==> src/hdl/dgcc_pkg.sv <==
package dgcc_pkg;

  typedef logic [4:0] vc_t;

  localparam int unsigned AddrW = 3;
  localparam int unsigned DataW = 32;

  // register index, taken from paddr[2]
  localparam logic RegVertexCount = 1'b0;
  localparam vc_t  VertexCountReset = 5'd16;

  localparam logic CmdAddEdge = 1'b0;
  localparam logic CmdCheck   = 1'b1;

  localparam logic StatOk     = 1'b0;
  localparam logic StatReject = 1'b1;

endpackage

==> src/hdl/dgcc_cfg.sv <==
module dgcc_cfg (
  input  logic                      clk_i,
  input  logic                      rst_ni,
  input  logic                      psel,
  input  logic                      penable,
  input  logic                      pwrite,
  input  logic [dgcc_pkg::AddrW-1:0] paddr,
  input  logic [dgcc_pkg::DataW-1:0] pwdata,
  output logic [dgcc_pkg::DataW-1:0] prdata,
  output logic                      pready,
  output dgcc_pkg::vc_t             vertex_count_o
);
  import dgcc_pkg::*;

  vc_t  vc_q;
  logic hit;

  assign hit    = (paddr[2] == RegVertexCount);
  assign pready = 1'b1;
  assign prdata = hit ? DataW'(vc_q) : '0;
  assign vertex_count_o = vc_q;

  always_ff @(posedge clk_i or negedge rst_ni) begin
    if (!rst_ni) begin
      vc_q <= VertexCountReset;
    end else if (psel && penable && pwrite && pready && hit) begin
      vc_q <= pwdata[4:0];
    end
  end

endmodule

==> src/hdl/directed_graph_cycle_check_unit.sv <==
// Directed graph cycle checker.
// Commands enter on start with command_i, src_vertex_i and dst_vertex_i and are
// taken at an edge where start is high and busy is low. Each command gives one
// result on status_o and cyclic_o, valid for the single cycle in which done_o
// is high; the receiver cannot stall it, so results are simply dropped if not
// captured. A new command may be given in the cycle done_o is high.
// Add edge: an out-of-range edge is rejected straight from idle; otherwise the
// adjacency row is read, then the new bit is or-ed in and the row written back.
// Check: a depth-first search over the adjacency memory. Each neighbor bit is
// scanned at one per cycle, each push and pop costs a memory read of the next
// row (plus a stack memory read on pop), and each root is tried in turn; a
// found cycle ends the check early. The single-ported adjacency read and the
// bit-serial cursor set how long a check takes.
// vertex_count is written over the APB port; the user must write it only while
// the block is idle, as the block itself does not enforce this. Reset clears
// the graph at once through one valid flag per adjacency row, sets
// vertex_count to 16 and leaves the block idle.
module directed_graph_cycle_check_unit #(
  parameter int MAX_VERTICES = 16
) (
  input  logic                      clk_i,
  input  logic                      rst_ni,
  input  logic                      start,
  output logic                      busy,
  input  logic                      command_i,
  input  logic [3:0]                src_vertex_i,
  input  logic [3:0]                dst_vertex_i,
  output logic                      done_o,
  output logic                      status_o,
  output logic                      cyclic_o,
  input  logic                      psel,
  input  logic                      penable,
  input  logic                      pwrite,
  input  logic [dgcc_pkg::AddrW-1:0] paddr,
  input  logic [dgcc_pkg::DataW-1:0] pwdata,
  output logic [dgcc_pkg::DataW-1:0] prdata,
  output logic                      pready
);
  import dgcc_pkg::*;

  localparam int MaxV = MAX_VERTICES;
  localparam int IW   = $clog2(MAX_VERTICES);
  localparam int CW   = $clog2(MAX_VERTICES + 1);
  localparam int SW   = IW + CW;

  localparam logic [2:0] StIdle  = 3'd0;
  localparam logic [2:0] StAddWr = 3'd1;
  localparam logic [2:0] StRoot  = 3'd2;
  localparam logic [2:0] StLoad  = 3'd3;
  localparam logic [2:0] StScan  = 3'd4;
  localparam logic [2:0] StPopRd = 3'd5;

  vc_t vertex_count;

  dgcc_cfg u_cfg (
    .clk_i,
    .rst_ni,
    .psel,
    .penable,
    .pwrite,
    .paddr,
    .pwdata,
    .prdata,
    .pready,
    .vertex_count_o (vertex_count)
  );

  // memories
  logic [MaxV-1:0] adj_mem [MaxV];
  logic [SW-1:0]   stk_mem [MaxV];

  logic            adj_re, adj_we;
  logic [IW-1:0]   adj_ra, adj_wa;
  logic [MaxV-1:0] adj_wd, adj_rd_q;
  logic            stk_re, stk_we;
  logic [IW-1:0]   stk_ra, stk_wa;
  logic [SW-1:0]   stk_wd, stk_rd_q;

  always_ff @(posedge clk_i) begin
    if (adj_we) begin
      adj_mem[adj_wa] <= adj_wd;
    end
    if (adj_re) begin
      adj_rd_q <= adj_mem[adj_ra];
    end
  end

  always_ff @(posedge clk_i) begin
    if (stk_we) begin
      stk_mem[stk_wa] <= stk_wd;
    end
    if (stk_re) begin
      stk_rd_q <= stk_mem[stk_ra];
    end
  end

  // control state
  logic [2:0]      state_q, state_d;
  logic            done_q, done_d;
  logic            status_q, status_d;
  logic            cyclic_q, cyclic_d;
  logic [CW-1:0]   depth_q, depth_d;
  logic [CW-1:0]   root_q, root_d;
  logic [MaxV-1:0] visited_q, visited_d;
  logic [MaxV-1:0] onpath_q, onpath_d;
  logic [MaxV-1:0] rowv_q, rowv_d;

  // datapath
  logic [IW-1:0]   cur_v_q, cur_v_d;
  logic [CW-1:0]   cur_w_q, cur_w_d;
  logic [MaxV-1:0] row_q, row_d;
  logic [IW-1:0]   src_q, src_d;
  logic [IW-1:0]   dst_q, dst_d;

  logic [CW-1:0]   act_n;
  logic [MaxV-1:0] vmask;
  logic            edge_bad;
  logic [IW-1:0]   w_idx;
  logic [IW-1:0]   root_idx;
  logic [MaxV-1:0] row_rd;

  always_comb begin
    act_n = (int'(vertex_count) > MaxV) ? CW'(MaxV) : CW'(vertex_count);
    for (int i = 0; i < MaxV; i++) begin
      vmask[i] = (i < int'(act_n));
    end
  end

  assign edge_bad = (int'(src_vertex_i) >= int'(act_n)) ||
                    (int'(dst_vertex_i) >= int'(act_n));
  assign w_idx    = cur_w_q[IW-1:0];
  assign root_idx = root_q[IW-1:0];

  // rows never written since reset read as empty
  assign row_rd = rowv_q[cur_v_q] ? adj_rd_q : '0;

  assign busy     = (state_q != StIdle);
  assign done_o   = done_q;
  assign status_o = status_q;
  assign cyclic_o = cyclic_q;

  // accesses are strictly sequenced: a row or stack entry is never written
  // and read in overlapping cycles, so no forwarding is needed
  always_comb begin
    state_d   = state_q;
    done_d    = 1'b0;
    status_d  = status_q;
    cyclic_d  = cyclic_q;
    depth_d   = depth_q;
    root_d    = root_q;
    visited_d = visited_q;
    onpath_d  = onpath_q;
    rowv_d    = rowv_q;
    cur_v_d   = cur_v_q;
    cur_w_d   = cur_w_q;
    row_d     = row_q;
    src_d     = src_q;
    dst_d     = dst_q;
    adj_re    = 1'b0;
    adj_ra    = cur_v_q;
    adj_we    = 1'b0;
    adj_wa    = src_q;
    adj_wd    = (rowv_q[src_q] ? adj_rd_q : '0) | ({{(MaxV-1){1'b0}}, 1'b1} << dst_q);
    stk_re    = 1'b0;
    stk_ra    = IW'(depth_q - CW'(2));
    stk_we    = 1'b0;
    stk_wa    = IW'(depth_q - CW'(1));
    stk_wd    = {cur_v_q, cur_w_q + CW'(1)};

    unique case (state_q)
      StIdle: begin
        if (start) begin
          if (command_i == CmdCheck) begin
            visited_d = '0;
            onpath_d  = '0;
            root_d    = '0;
            depth_d   = '0;
            state_d   = StRoot;
          end else if (edge_bad) begin
            done_d   = 1'b1;
            status_d = StatReject;
            cyclic_d = 1'b0;
          end else begin
            adj_re  = 1'b1;
            adj_ra  = IW'(src_vertex_i);
            src_d   = IW'(src_vertex_i);
            dst_d   = IW'(dst_vertex_i);
            state_d = StAddWr;
          end
        end
      end
      StAddWr: begin
        adj_we         = 1'b1;
        rowv_d[src_q]  = 1'b1;
        done_d         = 1'b1;
        status_d       = StatOk;
        cyclic_d       = 1'b0;
        state_d        = StIdle;
      end
      StRoot: begin
        if (root_q >= act_n) begin
          done_d   = 1'b1;
          status_d = StatOk;
          cyclic_d = 1'b0;
          state_d  = StIdle;
        end else if (visited_q[root_idx]) begin
          root_d = root_q + CW'(1);
        end else begin
          cur_v_d             = root_idx;
          cur_w_d             = '0;
          depth_d             = CW'(1);
          visited_d[root_idx] = 1'b1;
          onpath_d[root_idx]  = 1'b1;
          adj_re              = 1'b1;
          adj_ra              = root_idx;
          state_d             = StLoad;
        end
      end
      StLoad: begin
        row_d   = row_rd & vmask;
        state_d = StScan;
      end
      StScan: begin
        if (cur_w_q >= act_n) begin
          // all neighbors done: pop
          onpath_d[cur_v_q] = 1'b0;
          depth_d           = depth_q - CW'(1);
          if (depth_q == CW'(1)) begin
            state_d = StRoot;
          end else begin
            stk_re  = 1'b1;
            state_d = StPopRd;
          end
        end else if (row_q[w_idx]) begin
          if (onpath_q[w_idx]) begin
            // back edge closes a cycle
            depth_d  = '0;
            done_d   = 1'b1;
            status_d = StatOk;
            cyclic_d = 1'b1;
            state_d  = StIdle;
          end else if (!visited_q[w_idx]) begin
            stk_we           = 1'b1;
            cur_v_d          = w_idx;
            cur_w_d          = '0;
            depth_d          = depth_q + CW'(1);
            visited_d[w_idx] = 1'b1;
            onpath_d[w_idx]  = 1'b1;
            adj_re           = 1'b1;
            adj_ra           = w_idx;
            state_d          = StLoad;
          end else begin
            cur_w_d = cur_w_q + CW'(1);
          end
        end else begin
          cur_w_d = cur_w_q + CW'(1);
        end
      end
      StPopRd: begin
        cur_v_d = stk_rd_q[SW-1:CW];
        cur_w_d = stk_rd_q[CW-1:0];
        adj_re  = 1'b1;
        adj_ra  = stk_rd_q[SW-1:CW];
        state_d = StLoad;
      end
      default: begin
        state_d = StIdle;
      end
    endcase
  end

  always_ff @(posedge clk_i or negedge rst_ni) begin
    if (!rst_ni) begin
      state_q   <= StIdle;
      done_q    <= 1'b0;
      status_q  <= StatOk;
      cyclic_q  <= 1'b0;
      depth_q   <= '0;
      root_q    <= '0;
      visited_q <= '0;
      onpath_q  <= '0;
      rowv_q    <= '0;
    end else begin
      state_q   <= state_d;
      done_q    <= done_d;
      status_q  <= status_d;
      cyclic_q  <= cyclic_d;
      depth_q   <= depth_d;
      root_q    <= root_d;
      visited_q <= visited_d;
      onpath_q  <= onpath_d;
      rowv_q    <= rowv_d;
    end
  end

  always_ff @(posedge clk_i) begin
    cur_v_q <= cur_v_d;
    cur_w_q <= cur_w_d;
    row_q   <= row_d;
    src_q   <= src_d;
    dst_q   <= dst_d;
  end

endmodule
==> config.mk <==
export PLATFORM = sky130hd
export DESIGN_NAME = directed_graph_cycle_check_unit
export DESIGN_NICKNAME = d
export VERILOG_FILES = /design/src/hdl/dgcc_pkg.sv /design/src/hdl/dgcc_cfg.sv /design/src/hdl/directed_graph_cycle_check_unit.sv
export SDC_FILE = /design/constraint.sdc
export NUM_CORES = 1
export LEC_CHECK = 0
export ABC_AREA = 1
export BUFFER_PORTS_ARGS = -buffer_cell sky130_fd_sc_hd__buf_4
export CAP_MARGIN = 25
export CORE_MARGIN = 4
export CORE_UTILIZATION = 45
export CTS_BUF_LIST = sky130_fd_sc_hd__clkbuf_16
export DETAILED_ROUTE_END_ITERATION = 12
export GPL_TIMING_DRIVEN = 0
export PLACE_DENSITY = 0.63
export SETUP_SLACK_MARGIN = 0.3
export SYNTH_ARGS = -nofsm -noshare
export SYNTH_HDL_FRONTEND = slang
export SYNTH_SLANG_ARGS = --single-unit
export TNS_END_PERCENT = 50
==> constraint.sdc <==
create_clock -name clk_i -period 4.3 [get_ports clk_i]
set_input_delay 0.215 -clock clk_i [delete_from_list [all_inputs] [get_ports clk_i]]
set_output_delay 0.215 -clock clk_i [all_outputs]
set_load 0.02 [all_outputs]
==> flow_metrics.env, run 1 <==
export IMPL_core_region_area_mm2=0.05552
export IMPL_cts_tree="done"
export IMPL_cts_buffer_depth=3
export IMPL_max_slew_worst_pin_slew_ps=1071
export IMPL_grt_total_usage=0.2447
export IMPL_finalMaxSlewViolations=0
export IMPL_finalHoldViolCount=0
export IMPL_maxSlewHeadroom=0.2863
export IMPL_final_antenna_net_count=0
export IMPL_startpoint_type="flop"
export IMPL_clock_power_share=0.202
export IMPL_final_nets=2820
export IMPL_cts_root_buf="clkbuf_16"
export IMPL_multiInputGateArea_mm2=0.008228
export IMPL_cp_cell_sequence="buf_6 -> inv_4 -> a31oi_1 -> nor2_1 -> inv_2 -> ha_4 -> a21oi_1 -> o21a_1 -> o21ai_0 -> nor2_2 -> buf_6 -> nand3_4 -> nor2_1 -> nand2_1 -> nor2_1"
export IMPL_insertion_delay_ps=620
export IMPL_antenna_found_initial=1
export IMPL_drt_drc_violations_left=0
export IMPL_fp_dieW_um=245.7
export IMPL_layout_common_cells="486 x nand2_1, 458 x edfxtp_1, 338 x nand3_1"
export IMPL_synth_seq_cells=527
export IMPL_grt_pass1_vias=18700
export IMPL_cellInternalPower_mw=12.59
export IMPL_fin_cells=3525
export IMPL_rsz0062_at_grt="true"
export IMPL_grt_start_max_net_pins=70
export IMPL_clock_sinks=527
export IMPL_wl_mm=74.94
export IMPL_finalCriticalPeriod_ps=3908
export IMPL_worstSetupPathType="flop to flop"
export IMPL_diodes=0
export IMPL_die_area_mm2=0.06037
export IMPL_place_congestion=0.9464
export IMPL_num_vias=19630
export IMPL_area_delta_synth_final_pct=15.75
export IMPL_path_depth=15
export IMPL_syn_avg_cell_area_um2=9.885
export IMPL_peakVddDrop_mv=0.4300
export IMPL_p_comb_frac=0.491
export IMPL_dp_hpwl_mm=51.21
export IMPL_fin_tns_setup_ps=0
export IMPL_critPathBufInv=4
export IMPL_rr_worst_depth=15
export IMPL_fin_skew_ps=21.50
export IMPL_post_synth_top_area_cell="edfxtp_1"
export IMPL_synthCells=2572
export IMPL_grt_pass1_wl_mm=113.2
export IMPL_crit_slowest_cell="nor2_1"
export IMPL_die_y_um=245.7
export IMPL_io_buffer_count=29
export IMPL_synth_edf_count=458
export IMPL_min_delay_path_class="primary input to asynchronous set/reset pin"
export IMPL_crit_top_cell="nor2_1"
export IMPL_place_area_mm2=0.02714
export IMPL_p_leak_nw=11.94
export IMPL_arrival_ps=4160
export IMPL_synth_top_cell_area_share=0.5409
export IMPL_ys_seq_area_frac=0.6089
export IMPL_synthTopCellsByArea="edfxtp_1 54%, nand2_1 7.2%, nand3_1 6.9%"
export IMPL_design_area_mm2=0.02943
export IMPL_clk_pin_slew_ps=60
export IMPL_setup_violations=0
export IMPL_p_sw_frac=0.4462
export IMPL_crit_family="simple AND/OR/NAND/NOR gates"
export IMPL_worstSetupEndpointType="flop"
export IMPL_row_count=86
export IMPL_start_util=0.4579
export IMPL_p_sw_mw=10.15
export IMPL_layout_commonest_cell="nand2_1"
export IMPL_crit_required_ps=4550
export IMPL_boundaryPins=87
export IMPL_crit_fanout=10
export IMPL_vias_per_cell=5.568
export IMPL_fill_cells=4990
export IMPL_ff_latch_area_mm2=0.01548
export IMPL_dp_cells=3396
export IMPL_p_per_area_mw_per_mm2=772.8
export IMPL_grt_overflow=0
export IMPL_ys_warn_count=0
export IMPL_synth_cell_types=52
export IMPL_period_share=0.9089
export IMPL_wl_per_cell_um=21.26
export IMPL_cp_slowest_stage_delay_ps=730
export IMPL_power_frac_seq=0.307
export IMPL_layout_drive_gt1_share=0.1239
export IMPL_status="finished, final reports clean"
export IMPL_async_flop_share=0.1309
export IMPL_cts_max_level=2
export IMPL_fin_util=0.5300
export IMPL_ys_flop_type="edfxtp_1"
export IMPL_cts_buffers=55
export IMPL_fmax_mhz=255.9
export IMPL_drt_iter0_markers=2062
export IMPL_drv_cap=0
export IMPL_syn_area_mm2=0.02542
export IMPL_drtPass1Iterations=5
export IMPL_total_power_mw=22.74
## sequential cells by signal, indices dropped and copies added (netlist names), 4 cells and up
signal / flops
adj_mem: 256
stk_mem: 144
adj_rd_q: 16
onpath_q: 16
row_q: 16
rowv_q: 16
visited_q: 16
stk_rd_q: 9
cur_w_q: 5
depth_q: 5
root_q: 5
u_cfg.vertex_count_o: 5
adj_wa: 4
cur_v_q: 4
dst_q: 4
## cells by family (layout without fill, tap and decap cells)
kind of cell	count (synthesis)	after routing	synth area share
flops	527	527	0.6089
other cells	2	28	0.0002954
simple gates	1139	1139	0.1956
buf+inv	486	665	0.08622
compound gates	371	371	0.08716
xor+xnor	9	9	0.003101
fa+ha+maj	38	38	0.01870
## path summary, 6_finish.rpt
| kind | slack (ps) | end | from |
|---|---|---|---|
| max | 390 | stk_mem[3][5] | u_cfg.vertex_count_o[4] |
| min | 40 | depth_q[3] | rst_ni |
| max reg2reg | 390 | stk_mem[3][5] | u_cfg.vertex_count_o[4] |
| min reg2reg | 480 | rowv_q[3] | rowv_q[3] |
| max in group asynchronous | 3620 | u_cfg.vertex_count_o[4] | rst_ni |
| min in group clk_i | 100 | u_cfg.vertex_count_o[4] | pwrite |
## power by group through the flow
| stage | logic, mW | clock network, mW | registers (mW) |
|---|---|---|---|
| 6_report | 11.2 | 4.59 | 6.98 |
| 5_1_grt | 12.1 | 4.84 | 7.02 |
| 4_1_cts | 10.6 | 4.64 | 6.97 |
| 3_5_place_dp | 10.4 | 0 | 7.08 |
| 3_3_place_gp | 10.1 | 0 | 7.09 |
| 2_1_floorplan | 6.61 | 0 | 6.94 |
## layer usage
| layer | up-vias | track usage | wire (µm) |
|---|---|---|---|
| li1 | 9106 | - | - |
| met3 | 170 | 0.03555 | 5642 |
| met1 | 9528 | 0.3415 | 31770 |
| met4 | 0 | 0.09611 | 2782 |
| met2 | 822 | 0.3895 | 34740 |
| met5 | - | 0 | 0 |
## worst register-to-register path, stage by stage (launching register included)
cell	delay, ps
dfstp_2	520
buf_6	130
inv_4	80
a31oi_1	150
nor2_1	90
inv_2	160
ha_4	240
a21oi_1	160
o21a_1	130
o21ai_0	100
nor2_2	180
buf_6	140
nand3_4	110
nor2_1	370
nand2_1	250
nor2_1	730
## repair_timing
item                       in CTS  in global routing
setup endpoints to repair     184                176
resized for setup              28                 56
pin swaps                       2                  9
hold endpoints to repair       84                  0
buffers inserted                2                  6
hold buffers                   16                  0
## per-stage QoR
stage	setup WS, ps	hold slack, ps
after floorplan	1146	-80.59
after global placement	-309.4	419.1
after detailed placement	-369.3	419.0
after CTS	182.5	67.87
after global routing	213.6	59.81
final	391.6	39.62
## synth_stat cells (all sizes together), types with 2 or more instances
cell type  number
o21ai         189
dfrtp          68
clkbuf         62
nor3           46
or2             4
o211ai         18
nand3         355
a21oi          54
buf            94
o221ai         33
a21boi          2
a221oi          3
xor2            6
nand2         497
ha             38
a22oi           7
nand4           8
xnor2           3
clkinv          3
inv           327
o21a            2
o22ai          37
a31oi           7
nand3b         17
nor4            5
conb            2
o311ai         15
nor2          205
edfxtp        458
## cell type report
type / count / area share
plain buffers: 156 / 0.03444
inverters: 330 / 0.04252
clock inverters: 47 / 0.01148
flip-flops and latches: 527 / 0.5260
multi-input cells: 1585 / 0.2796
well taps: 748 / 0.03180
repair buffers: 77 / 0.02738
clock buffers: 55 / 0.04677
No activity file was read; power rests on OpenSTA's default activity.
==> run 2: changes to the inputs <==
--- a/config.mk
+++ b/config.mk
@@ -10,10 +10,10 @@
 export CAP_MARGIN = 25
 export CORE_MARGIN = 4
 export CORE_UTILIZATION = 45
-export CTS_BUF_LIST = sky130_fd_sc_hd__clkbuf_16
+export CTS_BUF_LIST = sky130_fd_sc_hd__clkbuf_2 sky130_fd_sc_hd__clkbuf_4 sky130_fd_sc_hd__clkbuf_8
 export DETAILED_ROUTE_END_ITERATION = 12
-export GPL_TIMING_DRIVEN = 0
-export PLACE_DENSITY = 0.63
+export GPL_TIMING_DRIVEN = 1
+export PLACE_DENSITY = 0.7
 export SETUP_SLACK_MARGIN = 0.3
 export SYNTH_ARGS = -nofsm -noshare
 export SYNTH_HDL_FRONTEND = slang
==> flow_metrics.env, run 2 (synthesis gave the netlist of run 1 again) <==
export IMPL_status="finished, final reports clean"
export IMPL_boundaryPins=87
export IMPL_worstSetupEndpointType="flop"
export IMPL_crit_fanout=33
export IMPL_fmax_mhz=272.8
export IMPL_crit_required_ps=4730
export IMPL_place_area_mm2=0.02670
export IMPL_cp_cell_sequence="inv_2 -> a31oi_1 -> nor2_1 -> inv_2 -> ha_1 -> a21oi_1 -> o21a_1 -> o21ai_0 -> nor2_2 -> buf_4 -> nand4_1 -> nand3_2 -> nand3_4 -> nand2_8 -> buf_12 -> nand2_1 -> nand3_1 -> nand3_1 -> nand3_1 -> nand2_1"
export IMPL_crit_family="simple AND/OR/NAND/NOR gates"
export IMPL_diodes=0
export IMPL_grt_overflow=0
export IMPL_p_comb_frac=0.457
export IMPL_place_congestion=0.8963
export IMPL_layout_common_cells="488 x nand2_1, 458 x edfxtp_1, 351 x nand3_1"
export IMPL_cts_root_buf="clkbuf_8"
export IMPL_worstSetupPathType="flop to flop"
export IMPL_row_count=86
export IMPL_vias_per_cell=5.520
export IMPL_rsz0062_at_grt="false"
export IMPL_p_sw_frac=0.4289
export IMPL_grt_pass1_wl_mm=103.4
export IMPL_die_y_um=245.7
export IMPL_fin_tns_setup_ps=0
export IMPL_fin_skew_ps=54.94
export IMPL_fp_dieW_um=245.7
export IMPL_cts_max_level=3
export IMPL_wl_mm=66.58
export IMPL_crit_top_cell="nand3_1"
export IMPL_clock_sinks=527
export IMPL_layout_drive_gt1_share=0.1265
export IMPL_core_region_area_mm2=0.05552
export IMPL_cts_tree="done"
export IMPL_grt_pass1_vias=18640
export IMPL_setup_violations=0
export IMPL_critPathBufInv=4
export IMPL_min_delay_path_class="primary input to flop"
export IMPL_cts_buffers=89
export IMPL_finalMaxSlewViolations=0
export IMPL_finalHoldViolCount=0
export IMPL_design_area_mm2=0.02899
export IMPL_arrival_ps=4100
export IMPL_top_regs="adj_mem x256, stk_mem x144"
export IMPL_grt_total_usage=0.2156
export IMPL_dp_cells=3306
export IMPL_drv_cap=0
export IMPL_clock_power_share=0.217
export IMPL_fin_cells=3498
export IMPL_total_power_mw=21.46
export IMPL_fill_cells=4804
export IMPL_antenna_found_initial=0
export IMPL_fin_util=0.5222
export IMPL_layout_commonest_cell="nand2_1"
export IMPL_finalCriticalPeriod_ps=3666
export IMPL_p_leak_nw=11.79
export IMPL_p_per_area_mw_per_mm2=740.3
export IMPL_power_frac_seq=0.326
export IMPL_final_antenna_net_count=0
export IMPL_cellInternalPower_mw=12.26
export IMPL_max_slew_worst_pin_slew_ps=1025
export IMPL_num_vias=19310
export IMPL_final_nets=2768
export IMPL_largest_register_ffs=256
export IMPL_wl_per_cell_um=19.03
export IMPL_clk_pin_slew_ps=60
export IMPL_peakVddDrop_mv=0.5593
export IMPL_dp_hpwl_mm=41.06
export IMPL_cp_slowest_stage_delay_ps=590
export IMPL_crit_slowest_cell="dfstp_2"
export IMPL_insertion_delay_ps=690
export IMPL_drtPass1Iterations=5
export IMPL_die_area_mm2=0.06037
export IMPL_p_sw_mw=9.206
export IMPL_top_register="adj_mem"
export IMPL_drt_drc_violations_left=0
export IMPL_area_delta_synth_final_pct=14.04
export IMPL_cts_buffer_depth=3
export IMPL_startpoint_type="flop"
export IMPL_period_share=0.8526
export IMPL_drt_iter0_markers=2192
export IMPL_start_util=0.4579
export IMPL_maxSlewHeadroom=0.3162
export IMPL_grt_start_max_net_pins=70
export IMPL_io_buffer_count=29
[run 2: layout make-up]
class	instances	area (µm²)	area share
Sequential cell	527	15480	0.5340
Inverter	330	1254	0.04324
Multi-Input combinational cell	1585	7949	0.2742
Clock buffer	136	1634	0.05636
Clock inverter	25	235.2	0.008113
Tap cell	748	935.9	0.03228
Timing Repair Buffer	147	1504	0.05187
[run 2: per-layer routing]
metal | share of wire | track usage
met5 | 0 | 0
met4 | 0.030 | 0.07809
met3 | 0.080 | 0.03740
met2 | 0.48 | 0.3503
met1 | 0.41 | 0.2934
[run 2: power by group through the flow]
| stage | clock [mW] | sequential (mW) | combinational [mW] |
|---|---|---|---|
| global placement | 0 | 7.09 | 9.08 |
| CTS | 4.74 | 7.01 | 9.38 |
| floorplan | 0 | 6.94 | 6.61 |
| global route | 4.99 | 7.04 | 10.7 |
| detailed placement | 0 | 7.11 | 9.31 |
| finish | 4.66 | 7.01 | 9.80 |
[run 2: stage by stage]
| step | hold WS [ps] | worst slack [ps] |
|---|---|---|
| floorplan | -80.59 | 1146 |
| global placement | 418.2 | 525.2 |
| detailed placement | 421.8 | 405.8 |
| CTS | 18.57 | 380.2 |
| global route | 80.44 | 321.4 |
| finish | 51.11 | 633.8 |
[run 2: worst paths after layout]
check / from / to / slack (ps) / cells after the start
worst max register to register: u_cfg.vertex_count_o[4] / adj_rd_q[8] / 630 / 20
worst min-delay path: pwrite / u_cfg.vertex_count_o[1] / 50 / 3
worst min register to register: rowv_q[11] / rowv_q[11] / 470 / 2
max in group asynchronous: rst_ni / u_cfg.vertex_count_o[4] / 3150 / 4
min in group asynchronous: rst_ni / depth_q[2] / 510 / 3
worst max-delay path: u_cfg.vertex_count_o[4] / adj_rd_q[8] / 630 / 20
[run 2: worst register-to-register path, stage by stage (launching register included)]
cell and delay [ps]:
dfstp_2 590, inv_2 50, a31oi_1 180, nor2_1 90
inv_2 120, ha_1 270, a21oi_1 180, o21a_1 120
o21ai_0 90, nor2_2 210, buf_4 200, nand4_1 120
nand3_2 130, nand3_4 180, nand2_8 180, buf_12 210
nand2_1 90, nand3_1 80, nand3_1 90, nand3_1 150
nand2_1 90
[run 2: what timing repair did]
item | CTS | global route
buffers inserted | 0 | 1
endpoints found under the hold margin | 85 | 7
resized for setup | 0 | 14
hold buffers | 18 | 1
endpoints found under the setup margin | 0 | 16
==> run 3: changes to the inputs <==
--- a/config.mk
+++ b/config.mk
@@ -13,6 +13,7 @@
 export CTS_BUF_LIST = sky130_fd_sc_hd__clkbuf_2 sky130_fd_sc_hd__clkbuf_4 sky130_fd_sc_hd__clkbuf_8
 export DETAILED_ROUTE_END_ITERATION = 12
 export GPL_TIMING_DRIVEN = 1
+export MAX_ROUTING_LAYER = met4
 export PLACE_DENSITY = 0.7
 export SETUP_SLACK_MARGIN = 0.3
 export SYNTH_ARGS = -nofsm -noshare
==> flow_metrics.env, run 3 (synthesis gave the netlist of run 1 again) <==
export IMPL_cts_root_buf="clkbuf_8"
export IMPL_core_region_area_mm2=0.05552
export IMPL_drt_iter0_markers=1822
export IMPL_fill_cells=4952
export IMPL_fmax_mhz=265.2
export IMPL_fp_dieW_um=245.7
export IMPL_status="finished, final reports clean"
export IMPL_layout_common_cells="488 x nand2_1, 458 x edfxtp_1, 351 x nand3_1"
export IMPL_maxSlewHeadroom=0.2914
export IMPL_grt_pass1_wl_mm=101.9
export IMPL_row_count=86
export IMPL_worstSetupPathType="flop to flop"
export IMPL_layout_drive_gt1_share=0.1176
export IMPL_antenna_found_initial=0
export IMPL_drt_drc_violations_left=0
export IMPL_total_power_mw=20.75
export IMPL_grt_overflow=0
export IMPL_largest_register_ffs=256
export IMPL_dp_hpwl_mm=41.29
export IMPL_fin_tns_setup_ps=0
export IMPL_vias_per_cell=5.468
export IMPL_final_antenna_net_count=0
export IMPL_diodes=0
export IMPL_rsz0062_at_grt="false"
export IMPL_drtPass1Iterations=6
export IMPL_top_register="adj_mem"
export IMPL_wl_per_cell_um=18.75
export IMPL_arrival_ps=4200
export IMPL_startpoint_type="flop"
export IMPL_setup_violations=0
export IMPL_num_vias=19060
export IMPL_layout_commonest_cell="nand2_1"
export IMPL_min_delay_path_class="primary input to asynchronous set/reset pin"
export IMPL_boundaryPins=87
export IMPL_start_util=0.4579
export IMPL_place_congestion=0.8813
export IMPL_worstSetupEndpointType="flop"
export IMPL_period_share=0.8768
export IMPL_finalHoldViolCount=0
export IMPL_grt_total_usage=0.2200
export IMPL_area_delta_synth_final_pct=12.55
export IMPL_finalCriticalPeriod_ps=3770
export IMPL_grt_pass1_vias=18320
export IMPL_p_leak_nw=11.61
export IMPL_hold_worst_slack_ps=6.805
export IMPL_die_y_um=245.7
export IMPL_cts_tree="done"
export IMPL_clk_pin_slew_ps=60
export IMPL_fin_util=0.5154
export IMPL_crit_required_ps=4730
export IMPL_top_regs="adj_mem x256, stk_mem x144"
export IMPL_max_slew_worst_pin_slew_ps=1059
export IMPL_finalMaxSlewViolations=0
export IMPL_ff_latch_area_mm2=0.01548
export IMPL_multiInputGateArea_mm2=0.007941
export IMPL_cts_buffer_depth=3
export IMPL_die_area_mm2=0.06037
export IMPL_cts_max_level=3
export IMPL_insertion_delay_ps=680
export IMPL_clock_sinks=527
export IMPL_drv_cap=0
export IMPL_io_buffer_count=29
export IMPL_p_per_area_mw_per_mm2=725.0
export IMPL_cts_buffers=85
export IMPL_peakVddDrop_mv=0.4306
export IMPL_wl_mm=65.37
export IMPL_crit_fanout=27
export IMPL_grt_start_max_net_pins=70
export IMPL_final_nets=2766
export IMPL_fin_skew_ps=39.74
## run 3: changes by cell type in the layout (fill, tap and decap cells not counted), sizes merged
| cell | change |
|---|---|
| clkbuf | -22 |
| bufinv | -2 |
| clkinvlp | -1 |
| dlygate4sd3 | -1 |
| buf | +5 |
| clkinv | +9 |
## run 3: area by class of cell
type / count / share of cell area
Inverter: 330 / 0.04372
Clock buffer: 116 / 0.04945
Timing Repair Buffer: 149 / 0.04906
Multi-Input combinational cell: 1585 / 0.2775
Tap cell: 748 / 0.03271
Clock inverter: 31 / 0.006515
Sequential cell: 527 / 0.5410
## run 3: metal layers
metal  wire length (µm)  GRT usage
met5                  0          -
met4               2157    0.07792
met3               4779    0.03936
met2              30940     0.3441
met1              27490     0.2918
## run 3: where the power goes
group / total, mW / internal (mW) / switching (mW)
combinational: 9.59 / 2.92 / 6.66
sequential: 6.99 / 6.64 / 0.351
clock: 4.16 / 2.19 / 1.97
total: 20.7 / 11.8 / 8.99
## run 3: what timing repair did
item                       CTS  global route
buffers inserted             0             0
resized for setup            0             9
hold endpoints to repair    84             0
setup endpoints to repair    0            16
hold buffers                18             0
## run 3: critical path, cell delays in order, from the launching register on
cell and delay [ps]:
dfstp_2 650, inv_2 50, a31oi_1 130, nor2_1 80, inv_2 120, ha_1 280, nand2_1 70, nand2_1 60
a21oi_1 150, nand3_1 170, nor2_1 200, buf_4 170, nand3b_1 70, nand3_1 80, nand2_1 50, nor2_1 100
nand3_1 110, nand2_2 180, inv_4 140, buf_12 200, nand3_1 90, nand3_1 90, nand3_1 150, nand2_1 80
## run 3: metrics by stage
stage	std cells	setup WS, ps	cell area (µm²)
after floorplan	2598	1146	25520
after global placement	3301	492.9	26540
after detailed placement	3308	412.3	26650
after CTS	3473	384.5	28430
after global routing	3486	307.9	28620
final	3486	529.8	28620
## run 3: worst paths after layout
check                                        startpoint                      end  slack, ps  cells after the start
max in group asynchronous                        rst_ni  u_cfg.vertex_count_o[4]       3670                      3
worst min register to register               rowv_q[11]               rowv_q[11]        480                      2
min in group clk_i                               pwrite  u_cfg.vertex_count_o[1]         60                      3
worst min-delay path                             rst_ni                   done_o          7                      2
worst max-delay path            u_cfg.vertex_count_o[4]              adj_rd_q[8]        530                     23
worst max register to register  u_cfg.vertex_count_o[4]              adj_rd_q[8]        530                     23
